File: src/sv/assert_macros.svh
// ----------------------------------------------------------------------------
// assert_macros.svh
// Concurrent assertion helpers for the RTL.
// ----------------------------------------------------------------------------
`ifndef ASSERT_MACROS_SVH
`define ASSERT_MACROS_SVH

// Same-cycle implication, checked out of reset
`define ASSERT_IMP(label, clk, rst_n, ante, cons) \
    label: assert property (@(posedge clk) disable iff (!rst_n) (ante) |-> (cons)) \
        else $error("assertion failed");

// Next-cycle implication, checked out of reset
`define ASSERT_NEXT(label, clk, rst_n, ante, cons) \
    label: assert property (@(posedge clk) disable iff (!rst_n) (ante) |=> (cons)) \
        else $error("assertion failed");

`endif

File: src/sv/mme_pkg.sv
// ----------------------------------------------------------------------------
// mme_pkg
// Shared types, constants and helpers of the matrix multiply engine.
// ----------------------------------------------------------------------------
package mme_pkg;

    localparam int DIM_W     = 4;   // width of a dimension register
    localparam int OUT_W     = 35;  // Q19.16 result width
    localparam int OUT_IDX_W = 3;   // row / col result index width
    localparam int REG_IDX_W = 2;   // configuration index width

    localparam logic [DIM_W-1:0] DIM_RESET = 4'd8;

    // Configuration register indexes
    localparam logic [REG_IDX_W-1:0] REG_ROWS_A     = 2'd0;
    localparam logic [REG_IDX_W-1:0] REG_INNER_SIZE = 2'd1;
    localparam logic [REG_IDX_W-1:0] REG_COLS_B     = 2'd2;

    // One multiply job: clamped dimensions
    typedef struct packed {
        logic [DIM_W-1:0] rows;
        logic [DIM_W-1:0] inner;
        logic [DIM_W-1:0] cols;
    } t_job;

    // Zero acts as one, anything above the limit acts as the limit
    function automatic logic [DIM_W-1:0] clamp_dim(input logic [DIM_W-1:0] v,
                                                   input logic [DIM_W-1:0] lim);
        logic [DIM_W-1:0] res;
        if (v == '0) begin
            res = DIM_W'(1);
        end else if (v > lim) begin
            res = lim;
        end else begin
            res = v;
        end
        return res;
    endfunction

endpackage

File: src/sv/matrix_multiply_engine.sv
// ----------------------------------------------------------------------------
// matrix_multiply_engine
// Streaming GEMM: loads A then B element by element, then emits C row-major.
// ----------------------------------------------------------------------------
// Usage:
//   Configure rows_a, inner_size and cols_b through i_cfg_we / i_cfg_index /
//   i_cfg_data while idle; any write of a known register restarts loading.
//   Elements (Q8.8) are requested with start while busy is low, one per
//   cycle: A row-major (rows_a x inner_size), then B (inner_size x cols_b).
//   After the last B element busy rises the next cycle and stays high
//   through compute. Each C element (Q19.16, exact) appears for one cycle
//   with o_valid, o_row and o_col, and o_last on the final one.
//   Compute runs one multiply-accumulate per cycle in the back-end
//   pipeline, so each result is the sum of inner_size products.
//   Reset returns dimensions to 8 and loading to the first A element.
//   The receiver cannot stall; every result is taken in its cycle.
// ----------------------------------------------------------------------------
module matrix_multiply_engine #(
    parameter int MAX_DIM       = 8,
    parameter int ELEMENT_WIDTH = 16
) (
    input  logic                          i_clk,
    input  logic                          i_rst_n,
    input  logic                          i_cfg_we,
    input  logic [mme_pkg::REG_IDX_W-1:0] i_cfg_index,
    input  logic [mme_pkg::DIM_W-1:0]     i_cfg_data,
    input  logic                          start,
    output logic                          busy,
    input  logic [ELEMENT_WIDTH-1:0]      i_element,
    output logic                          o_valid,
    output logic [mme_pkg::OUT_W-1:0]     o_product_element,
    output logic [mme_pkg::OUT_IDX_W-1:0] o_row,
    output logic [mme_pkg::OUT_IDX_W-1:0] o_col,
    output logic                          o_last
);
    import mme_pkg::*;
    `include "assert_macros.svh"

    localparam int ADDR_W = $clog2(MAX_DIM * MAX_DIM);

    logic               accept;
    logic               a_we, b_we;
    logic [ADDR_W-1:0]  waddr, a_raddr, b_raddr;
    logic [ELEMENT_WIDTH-1:0] wdata, a_rdata, b_rdata;
    logic               job_valid, job_ready, back_busy;
    t_job               job;

    assign accept = start && !busy;
    assign busy   = job_valid || back_busy;

    // front end
    mme_loader #(.MAX_DIM(MAX_DIM), .ELEMENT_WIDTH(ELEMENT_WIDTH)) u_loader (
        .i_clk       (i_clk),
        .i_rst_n     (i_rst_n),
        .i_cfg_we    (i_cfg_we),
        .i_cfg_index (i_cfg_index),
        .i_cfg_data  (i_cfg_data),
        .i_accept    (accept),
        .i_element   (i_element),
        .o_a_we      (a_we),
        .o_b_we      (b_we),
        .o_waddr     (waddr),
        .o_wdata     (wdata),
        .o_job_valid (job_valid),
        .i_job_ready (job_ready),
        .o_job       (job)
    );

    // element stores
    mme_ram #(.WIDTH(ELEMENT_WIDTH), .DEPTH(MAX_DIM * MAX_DIM)) u_a_ram (
        .i_clk   (i_clk),
        .i_we    (a_we),
        .i_waddr (waddr),
        .i_wdata (wdata),
        .i_raddr (a_raddr),
        .o_rdata (a_rdata)
    );

    mme_ram #(.WIDTH(ELEMENT_WIDTH), .DEPTH(MAX_DIM * MAX_DIM)) u_b_ram (
        .i_clk   (i_clk),
        .i_we    (b_we),
        .i_waddr (waddr),
        .i_wdata (wdata),
        .i_raddr (b_raddr),
        .o_rdata (b_rdata)
    );

    // back end
    mme_compute #(.MAX_DIM(MAX_DIM), .ELEMENT_WIDTH(ELEMENT_WIDTH)) u_compute (
        .i_clk             (i_clk),
        .i_rst_n           (i_rst_n),
        .i_job_valid       (job_valid),
        .o_job_ready       (job_ready),
        .i_job             (job),
        .o_a_raddr         (a_raddr),
        .o_b_raddr         (b_raddr),
        .i_a_rdata         (a_rdata),
        .i_b_rdata         (b_rdata),
        .o_busy            (back_busy),
        .o_valid           (o_valid),
        .o_product_element (o_product_element),
        .o_row             (o_row),
        .o_col             (o_col),
        .o_last            (o_last)
    );

    // checks
    `ASSERT_IMP(a_result_while_busy, i_clk, i_rst_n, o_valid, busy)
    `ASSERT_NEXT(a_quiet_after_last, i_clk, i_rst_n, o_valid && o_last, !o_valid)
    `ASSERT_IMP(a_no_store_write_in_compute, i_clk, i_rst_n, back_busy, !a_we && !b_we)
endmodule

File: src/sv/mme_ram.sv
// ----------------------------------------------------------------------------
// mme_ram
// Generic single-write, single-read RAM with registered read data.
// ----------------------------------------------------------------------------
module mme_ram #(
    parameter int WIDTH = 16,
    parameter int DEPTH = 64
) (
    input  logic                     i_clk,
    input  logic                     i_we,
    input  logic [$clog2(DEPTH)-1:0] i_waddr,
    input  logic [WIDTH-1:0]         i_wdata,
    input  logic [$clog2(DEPTH)-1:0] i_raddr,
    output logic [WIDTH-1:0]         o_rdata
);
    logic [WIDTH-1:0] r_mem [DEPTH];
    logic [WIDTH-1:0] r_rdata;

    // write port and registered read port
    always_ff @(posedge i_clk) begin
        if (i_we) begin
            r_mem[i_waddr] <= i_wdata;
        end
        r_rdata <= r_mem[i_raddr];
    end

    assign o_rdata = r_rdata;
endmodule

File: src/sv/mme_loader.sv
// ----------------------------------------------------------------------------
// mme_loader
// Front end: holds configuration, steers incoming elements into the A and B
// stores and queues a job once the last B element has arrived.
// ----------------------------------------------------------------------------
module mme_loader #(
    parameter int MAX_DIM       = 8,
    parameter int ELEMENT_WIDTH = 16
) (
    input  logic                              i_clk,
    input  logic                              i_rst_n,
    input  logic                              i_cfg_we,
    input  logic [mme_pkg::REG_IDX_W-1:0]     i_cfg_index,
    input  logic [mme_pkg::DIM_W-1:0]         i_cfg_data,
    input  logic                              i_accept,
    input  logic [ELEMENT_WIDTH-1:0]          i_element,
    output logic                              o_a_we,
    output logic                              o_b_we,
    output logic [$clog2(MAX_DIM*MAX_DIM)-1:0] o_waddr,
    output logic [ELEMENT_WIDTH-1:0]          o_wdata,
    output logic                              o_job_valid,
    input  logic                              i_job_ready,
    output mme_pkg::t_job                     o_job
);
    import mme_pkg::*;

    localparam int IDX_W  = $clog2(MAX_DIM);
    localparam int ADDR_W = $clog2(MAX_DIM * MAX_DIM);
    localparam logic [DIM_W-1:0] DIM_LIM = DIM_W'(MAX_DIM);

    logic [DIM_W-1:0] r_rows, r_inner, r_cols;
    logic             r_phase_b;
    logic [IDX_W-1:0] r_row, r_col;
    logic [IDX_W-1:0] n_row, n_col;
    logic             n_phase_b;
    t_job             cur_job;
    logic             row_end, col_end, push;

    // job queue, two entries
    t_job             r_q [2];
    logic             r_wptr, r_rptr;
    logic [1:0]       r_cnt;
    logic             pop;

    assign cur_job.rows  = clamp_dim(r_rows, DIM_LIM);
    assign cur_job.inner = clamp_dim(r_inner, DIM_LIM);
    assign cur_job.cols  = clamp_dim(r_cols, DIM_LIM);

    // position bookkeeping within the current matrix
    always_comb begin
        if (r_phase_b) begin
            col_end = (DIM_W'(r_col) == cur_job.cols - DIM_W'(1));
            row_end = (DIM_W'(r_row) == cur_job.inner - DIM_W'(1));
        end else begin
            col_end = (DIM_W'(r_col) == cur_job.inner - DIM_W'(1));
            row_end = (DIM_W'(r_row) == cur_job.rows - DIM_W'(1));
        end
        push      = i_accept && r_phase_b && col_end && row_end;
        n_row     = r_row;
        n_col     = r_col + IDX_W'(1);
        n_phase_b = r_phase_b;
        if (col_end) begin
            n_col = '0;
            n_row = r_row + IDX_W'(1);
            if (row_end) begin
                n_row     = '0;
                n_phase_b = !r_phase_b;
            end
        end
    end

    // store write port
    assign o_a_we  = i_accept && !r_phase_b;
    assign o_b_we  = i_accept && r_phase_b;
    assign o_waddr = ADDR_W'(r_row) * ADDR_W'(MAX_DIM) + ADDR_W'(r_col);
    assign o_wdata = i_element;

    // configuration and load counters
    always_ff @(posedge i_clk) begin
        if (!i_rst_n) begin
            r_rows    <= DIM_RESET;
            r_inner   <= DIM_RESET;
            r_cols    <= DIM_RESET;
            r_phase_b <= 1'b0;
            r_row     <= '0;
            r_col     <= '0;
        end else if (i_cfg_we && (i_cfg_index == REG_ROWS_A ||
                     i_cfg_index == REG_INNER_SIZE || i_cfg_index == REG_COLS_B)) begin
            unique case (i_cfg_index)
                REG_ROWS_A:     r_rows  <= i_cfg_data;
                REG_INNER_SIZE: r_inner <= i_cfg_data;
                default:        r_cols  <= i_cfg_data;
            endcase
            r_phase_b <= 1'b0;
            r_row     <= '0;
            r_col     <= '0;
        end else if (i_accept) begin
            r_phase_b <= n_phase_b;
            r_row     <= n_row;
            r_col     <= n_col;
        end
    end

    // job queue
    assign pop         = (r_cnt != 2'd0) && i_job_ready;
    assign o_job_valid = (r_cnt != 2'd0);
    assign o_job       = r_q[r_rptr];

    always_ff @(posedge i_clk) begin
        if (push) begin
            r_q[r_wptr] <= cur_job;
        end
    end

    always_ff @(posedge i_clk) begin
        if (!i_rst_n) begin
            r_wptr <= 1'b0;
            r_rptr <= 1'b0;
            r_cnt  <= 2'd0;
        end else begin
            if (push) begin
                r_wptr <= !r_wptr;
            end
            if (pop) begin
                r_rptr <= !r_rptr;
            end
            r_cnt <= r_cnt + 2'(push) - 2'(pop);
        end
    end
endmodule

File: src/sv/mme_compute.sv
// ----------------------------------------------------------------------------
// mme_compute
// Back end: walks C row-major, one multiply-accumulate per cycle through a
// read / multiply / accumulate pipeline, and emits each finished dot product.
// ----------------------------------------------------------------------------
module mme_compute #(
    parameter int MAX_DIM       = 8,
    parameter int ELEMENT_WIDTH = 16
) (
    input  logic                               i_clk,
    input  logic                               i_rst_n,
    input  logic                               i_job_valid,
    output logic                               o_job_ready,
    input  mme_pkg::t_job                      i_job,
    output logic [$clog2(MAX_DIM*MAX_DIM)-1:0] o_a_raddr,
    output logic [$clog2(MAX_DIM*MAX_DIM)-1:0] o_b_raddr,
    input  logic [ELEMENT_WIDTH-1:0]           i_a_rdata,
    input  logic [ELEMENT_WIDTH-1:0]           i_b_rdata,
    output logic                               o_busy,
    output logic                               o_valid,
    output logic [mme_pkg::OUT_W-1:0]          o_product_element,
    output logic [mme_pkg::OUT_IDX_W-1:0]      o_row,
    output logic [mme_pkg::OUT_IDX_W-1:0]      o_col,
    output logic                               o_last
);
    import mme_pkg::*;

    localparam int IDX_W  = $clog2(MAX_DIM);
    localparam int ADDR_W = $clog2(MAX_DIM * MAX_DIM);
    localparam int PW     = 2 * ELEMENT_WIDTH;
    localparam int EXT_W  = (PW > OUT_W) ? PW : OUT_W;

    // per-step control carried down the pipeline
    typedef struct packed {
        logic             valid;
        logic             first;
        logic             lastl;
        logic             last;
        logic [IDX_W-1:0] row;
        logic [IDX_W-1:0] col;
    } t_tag;

    t_job             r_job;
    logic             r_active;
    logic [IDX_W-1:0] r_i, r_j, r_l;
    logic             i_end, j_end, l_end;
    t_tag             tag0, r_tag1, r_tag2;
    logic signed [PW-1:0]    n_prod, r_prod;
    logic signed [EXT_W-1:0] prod_ext;
    logic [OUT_W-1:0] r_acc, n_sum;
    logic             r_valid, r_last;
    logic [OUT_W-1:0] r_out;
    logic [IDX_W-1:0] r_orow, r_ocol;

    assign o_job_ready = !r_active;

    assign l_end = (DIM_W'(r_l) == r_job.inner - DIM_W'(1));
    assign j_end = (DIM_W'(r_j) == r_job.cols - DIM_W'(1));
    assign i_end = (DIM_W'(r_i) == r_job.rows - DIM_W'(1));

    // read issue
    assign o_a_raddr = ADDR_W'(r_i) * ADDR_W'(MAX_DIM) + ADDR_W'(r_l);
    assign o_b_raddr = ADDR_W'(r_l) * ADDR_W'(MAX_DIM) + ADDR_W'(r_j);

    always_comb begin
        tag0.valid = r_active;
        tag0.first = (r_l == '0);
        tag0.lastl = l_end;
        tag0.last  = l_end && j_end && i_end;
        tag0.row   = r_i;
        tag0.col   = r_j;
    end

    // index sequencer
    always_ff @(posedge i_clk) begin
        if (!i_rst_n) begin
            r_active <= 1'b0;
            r_i      <= '0;
            r_j      <= '0;
            r_l      <= '0;
        end else if (!r_active) begin
            if (i_job_valid) begin
                r_active <= 1'b1;
                r_i      <= '0;
                r_j      <= '0;
                r_l      <= '0;
            end
        end else begin
            r_l <= r_l + IDX_W'(1);
            if (l_end) begin
                r_l <= '0;
                r_j <= r_j + IDX_W'(1);
                if (j_end) begin
                    r_j <= '0;
                    r_i <= r_i + IDX_W'(1);
                    if (i_end) begin
                        r_active <= 1'b0;
                    end
                end
            end
        end
    end

    always_ff @(posedge i_clk) begin
        if (!r_active && i_job_valid) begin
            r_job <= i_job;
        end
    end

    // multiply and accumulate
    assign n_prod   = $signed(i_a_rdata) * $signed(i_b_rdata);
    assign prod_ext = EXT_W'(r_prod);
    assign n_sum    = (r_tag2.first ? '0 : r_acc) + prod_ext[OUT_W-1:0];

    // pipeline: valid bits reset, tag and product fields free-running, result registers load on a valid step
    always_ff @(posedge i_clk) begin
        if (!i_rst_n) begin
            r_tag1.valid <= 1'b0;
            r_tag2.valid <= 1'b0;
            r_valid      <= 1'b0;
        end else begin
            r_tag1.valid <= tag0.valid;
            r_tag2.valid <= r_tag1.valid;
            r_valid      <= r_tag2.valid && r_tag2.lastl;
        end
        r_tag1.first <= tag0.first;
        r_tag1.lastl <= tag0.lastl;
        r_tag1.last  <= tag0.last;
        r_tag1.row   <= tag0.row;
        r_tag1.col   <= tag0.col;
        r_tag2.first <= r_tag1.first;
        r_tag2.lastl <= r_tag1.lastl;
        r_tag2.last  <= r_tag1.last;
        r_tag2.row   <= r_tag1.row;
        r_tag2.col   <= r_tag1.col;
        r_prod       <= n_prod;
        if (r_tag2.valid) begin
            r_acc  <= n_sum;
            r_out  <= n_sum;
            r_last <= r_tag2.last;
            r_orow <= r_tag2.row;
            r_ocol <= r_tag2.col;
        end
    end

    assign o_busy            = r_active || r_tag1.valid || r_tag2.valid || r_valid;
    assign o_valid           = r_valid;
    assign o_product_element = r_out;
    assign o_row             = OUT_IDX_W'(r_orow);
    assign o_col             = OUT_IDX_W'(r_ocol);
    assign o_last            = r_last;
endmodule
File: config.mk
export PLATFORM = sky130hd
export DESIGN_NAME = matrix_multiply_engine
export DESIGN_NICKNAME = d
export VERILOG_FILES = /design/src/sv/mme_pkg.sv /design/src/sv/matrix_multiply_engine.sv /design/src/sv/mme_ram.sv /design/src/sv/mme_loader.sv /design/src/sv/mme_compute.sv
export VERILOG_INCLUDE_DIRS = /design/src /design/src/sv
export SDC_FILE = /design/constraint.sdc
export NUM_CORES = 2
export LEC_CHECK = 0
export ABC_AREA = 1
export BUFFER_PORTS_ARGS = -buffer_cell sky130_fd_sc_hd__buf_2
export CAP_MARGIN = 20
export CORE_MARGIN = 3
export CORE_UTILIZATION = 40
export DETAILED_ROUTE_END_ITERATION = 6
export SETUP_SLACK_MARGIN = 0.2
export SYNTH_ARGS = -nofsm -noshare
export SYNTH_HDL_FRONTEND = slang
export SYNTH_SLANG_ARGS = --single-unit
File: constraint.sdc
create_clock -name i_clk -period 6.05 [get_ports i_clk]
set_input_delay 1.21 -clock i_clk [delete_from_list [all_inputs] [get_ports i_clk]]
set_output_delay 1.21 -clock i_clk [all_outputs]
set_load 0.02 [all_outputs]
==> results.cfg <==
[route]
postRouteAntennaNets = 0
routed_wl_um = 292000
vias_per_cell = 5.53
wl_per_cell_um = 23.6
drtIter0Drc = 7739
drcViolationCount = 0
drt-pass1-iter-count = 6
routed-via-count = 68500

[synthesis]
ys.flop_type = edfxtp_1
netlist.area_leader.share = 0.633
mappedNetlistArea_um2 = 101000
ys.warnings.count = 0
async_flop_share = 0
synth_edf_count = 2126
yosysSeqAreaShare = 0.657
yosysTopAreaCell = edfxtp_1
synth.area.top_cells = edfxtp_1, nand2_1, fa_1
ys_types = 45
syn-num-nets = 9284
syn_inst = 8865
ys_ff_latch = 2244
syn_avg_cell_area_um2 = 11.4

[clocking]
cts_max_level = 4
postCtsHoldBufs = 0
path_clk_slew_ns = 0.06
clk_path_buf_depth = 3
cts_made_buffers = 224
cts_setup_buffers = 0
clock_latency_ns = 0.89
ctsResizeCount = 1
clock-sinks = 2244
cts_root_buf = clkbuf_16
cts_tree = built

[worst_setup_path]
ff2ff_setup_slack_ns = 0.39
worst-endpoint-required_ns = 6.81
reg2reg_to = u_compute.r_prod[20]$_DFF_P_
worstPathArrival_ns = 6.42
worstSetupPathType = reg2reg
r2r-start = u_b_ram.o_rdata[15]$_DFF_P_
cp-start-kind = register
crit_fanout = 13
r2r_cells = 19
slowest_stage = fa_1
cp_slowest_stage_delay_ns = 0.52
critical-path-top-delay-family = adder cells
crit_top_cell = fa_1
crit_chain = inv_1 -> or2_2 -> fa_1 -> fa_1 -> inv_1 -> fa_1 -> fa_1 -> fa_1 -> inv_1 -> fa_1 -> inv_1 -> ha_1 -> nand2_1 -> nor2_1 -> inv_1 -> nor2_1 -> nand4_1 -> nand2_1 -> xor2_1
critical_path_buf_inv_count = 5
critPathCaptureType = register

[outcome]
status = finished, final reports clean

[floorplan]
die_h_um = 508
rows = 183
io_pins = 70
core-area_um2 = 250000
die_w_um = 508
die-area_um2 = 258000
start_util = 0.404

[global_routing]
grt_pass1_wl_um = 431000
grt_pass1_vias = 65900
top_usage_layer = met2
grt-ovfl-total = 0
grtUsageMet1 = 0.314
grt_usage = 0.221
grt_max_degree = 188
met2_usage = 0.347
gr-usage-met3 = 0.0346
grt_antenna_before_repair = 6

[timing]
hold_ws_ns = 0.327
tns_ns = 0
final_max_slew_viol_count = 0
rsz0062_at_grt = true
postLayoutSetupSlackWorst_ns = 0.389
hold_violations = 0
fmax_mhz = 177
tightest_slew_ns = 1.14
finClkSkew_ns = 0.0633
maxSlewHeadroom = 0.242
period_minus_slack_ns = 5.66
finalSetupViolations = 0
finalCritPeriodShare = 0.936

[final_layout]
final_cell_mix = edfxtp_1, nand2_1, nor2_1
layout-drive-gt1-share = 0.0794
layout_commonest_cell = edfxtp_1
finish.instance_area_um2 = 113000
area.growth.synth_to_final_pct = 11.6
finalNetCount = 9280

[place]
gp_routability_congestion = 0.904
placed_area_um2 = 105000
place_hpwl_um = 174000
io_buffers = 69
pre_cts_ws_ns = 0.172

[hold_path]
hold_path_startpoint = u_compute.r_tag1[6]$_DFF_P_
hp-class = reg2reg
hold_depth = 0
holdPathEnd = u_compute.r_tag2[6]$_DFF_P_

[job]
cap_violations = 0
sequential cells by signal, summed over array words and instances, names as in the netlist, 4 cells and up:
name / count
u_compute.r_prod: 32
u_b_ram.r_mem: 1024
u_compute.r_tag1: 10
u_compute.r_acc: 35
u_loader.r_rows: 4
u_loader.r_cols: 4
u_b_ram.o_rdata: 16
u_compute.r_tag2: 10
u_loader.r_inner: 4
u_loader.r_q: 24
u_compute.r_job: 12
u_a_ram.r_mem: 1024
u_a_ram.o_rdata: 16
worst max-delay path by stage:
| stage | slack (ns) | depth (start not counted) | end | from |
|---|---|---|---|---|
| finish | 0.39 | 19 | u_compute.r_prod[20]$_DFF_P_ | u_b_ram.o_rdata[15]$_DFF_P_ |
| global placement | 0.21 | 20 | u_compute.r_prod[20]$_DFF_P_ | u_a_ram.o_rdata[5]$_DFF_P_ |
| CTS | 0.24 | 18 | u_compute.r_prod[20]$_DFF_P_ | u_a_ram.o_rdata[12]$_DFF_P_ |
| detailed placement | 0.17 | 20 | u_compute.r_prod[20]$_DFF_P_ | u_a_ram.o_rdata[5]$_DFF_P_ |
| floorplan | 0.60 | 19 | u_compute.r_prod[26]$_DFF_P_ | u_a_ram.o_rdata[15]$_DFF_P_ |
| global route | 0.19 | 19 | u_compute.r_prod[20]$_DFF_P_ | u_b_ram.o_rdata[15]$_DFF_P_ |
layer usage:
metal / routed length, um / share of wire / up-vias
met5: 0 / 0 / -
met3: 24400 / 0.083 / 430
met4: 9740 / 0.033 / 0
met1: 124000 / 0.42 / 34300
li1: - / - / 30800
met2: 134000 / 0.46 / 2959
worst reg2reg max path, cell delays in order (launching register included):
cell     delay (ns)
dfxtp_1        0.30
inv_1          0.23
or2_2          0.38
fa_1           0.52
fa_1           0.51
inv_1          0.05
fa_1           0.49
fa_1           0.44
fa_1           0.50
inv_1          0.05
fa_1           0.47
inv_1          0.04
ha_1           0.38
nand2_1        0.14
nor2_1         0.21
inv_1          0.09
nor2_1         0.23
nand4_1        0.18
nand2_1        0.15
xor2_1         0.25
cell usage after synthesis, types with 5 or more instances:
master,instances
xnor2_1,22
inv_2,5
buf_1,27
mux2_2,12
a31oi_1,15
inv_1,653
xor2_1,47
edfxtp_1,2126
nor2_1,1264
o21bai_1,12
buf_6,9
ha_1,130
nand2_1,1502
dfxtp_1,118
nand3_1,419
a21oi_1,113
clkbuf_1,321
o21ai_0,938
o22ai_1,480
fa_1,263
clkbuf_2,10
or2_2,7
buf_4,18
nor3_1,27
o21ai_1,120
nand4_1,21
buf_2,144
a21o_1,8
cell families after synthesis:
kind of cell	Yosys count	share of synthesized area
flops	2244	0.657
xor+xnor	69	0.00600
simple gates	3254	0.128
mux	12	0.00134
compound gates	1703	0.0918
buf+inv	1190	0.0476
fa+ha+maj	393	0.0684
layout make-up:
class	instances	area, um^2
antenna	6	15.0
clock buffer	290	5990
clock inverter	132	1240
fill	22800	137000
inverter	661	2520
multi-input combinational	5431	29900
sequential	2244	66200
tap	3330	4170
timing repair buffer	299	2410
through the flow:
| stage | cells | utilization |
|---|---|---|
| 2_1_floorplan | 8865 | - |
| 3_3_place_gp | 12000 | 0.421 |
| 3_5_place_dp | 12000 | 0.422 |
| 4_1_cts | 12400 | 0.451 |
| 5_1_grt | 12400 | 0.451 |
| 6_report | 12400 | 0.451 |
Power is not shown: default switching activity piles up to over one toggle a cycle in this logic, so the estimate is an artifact.
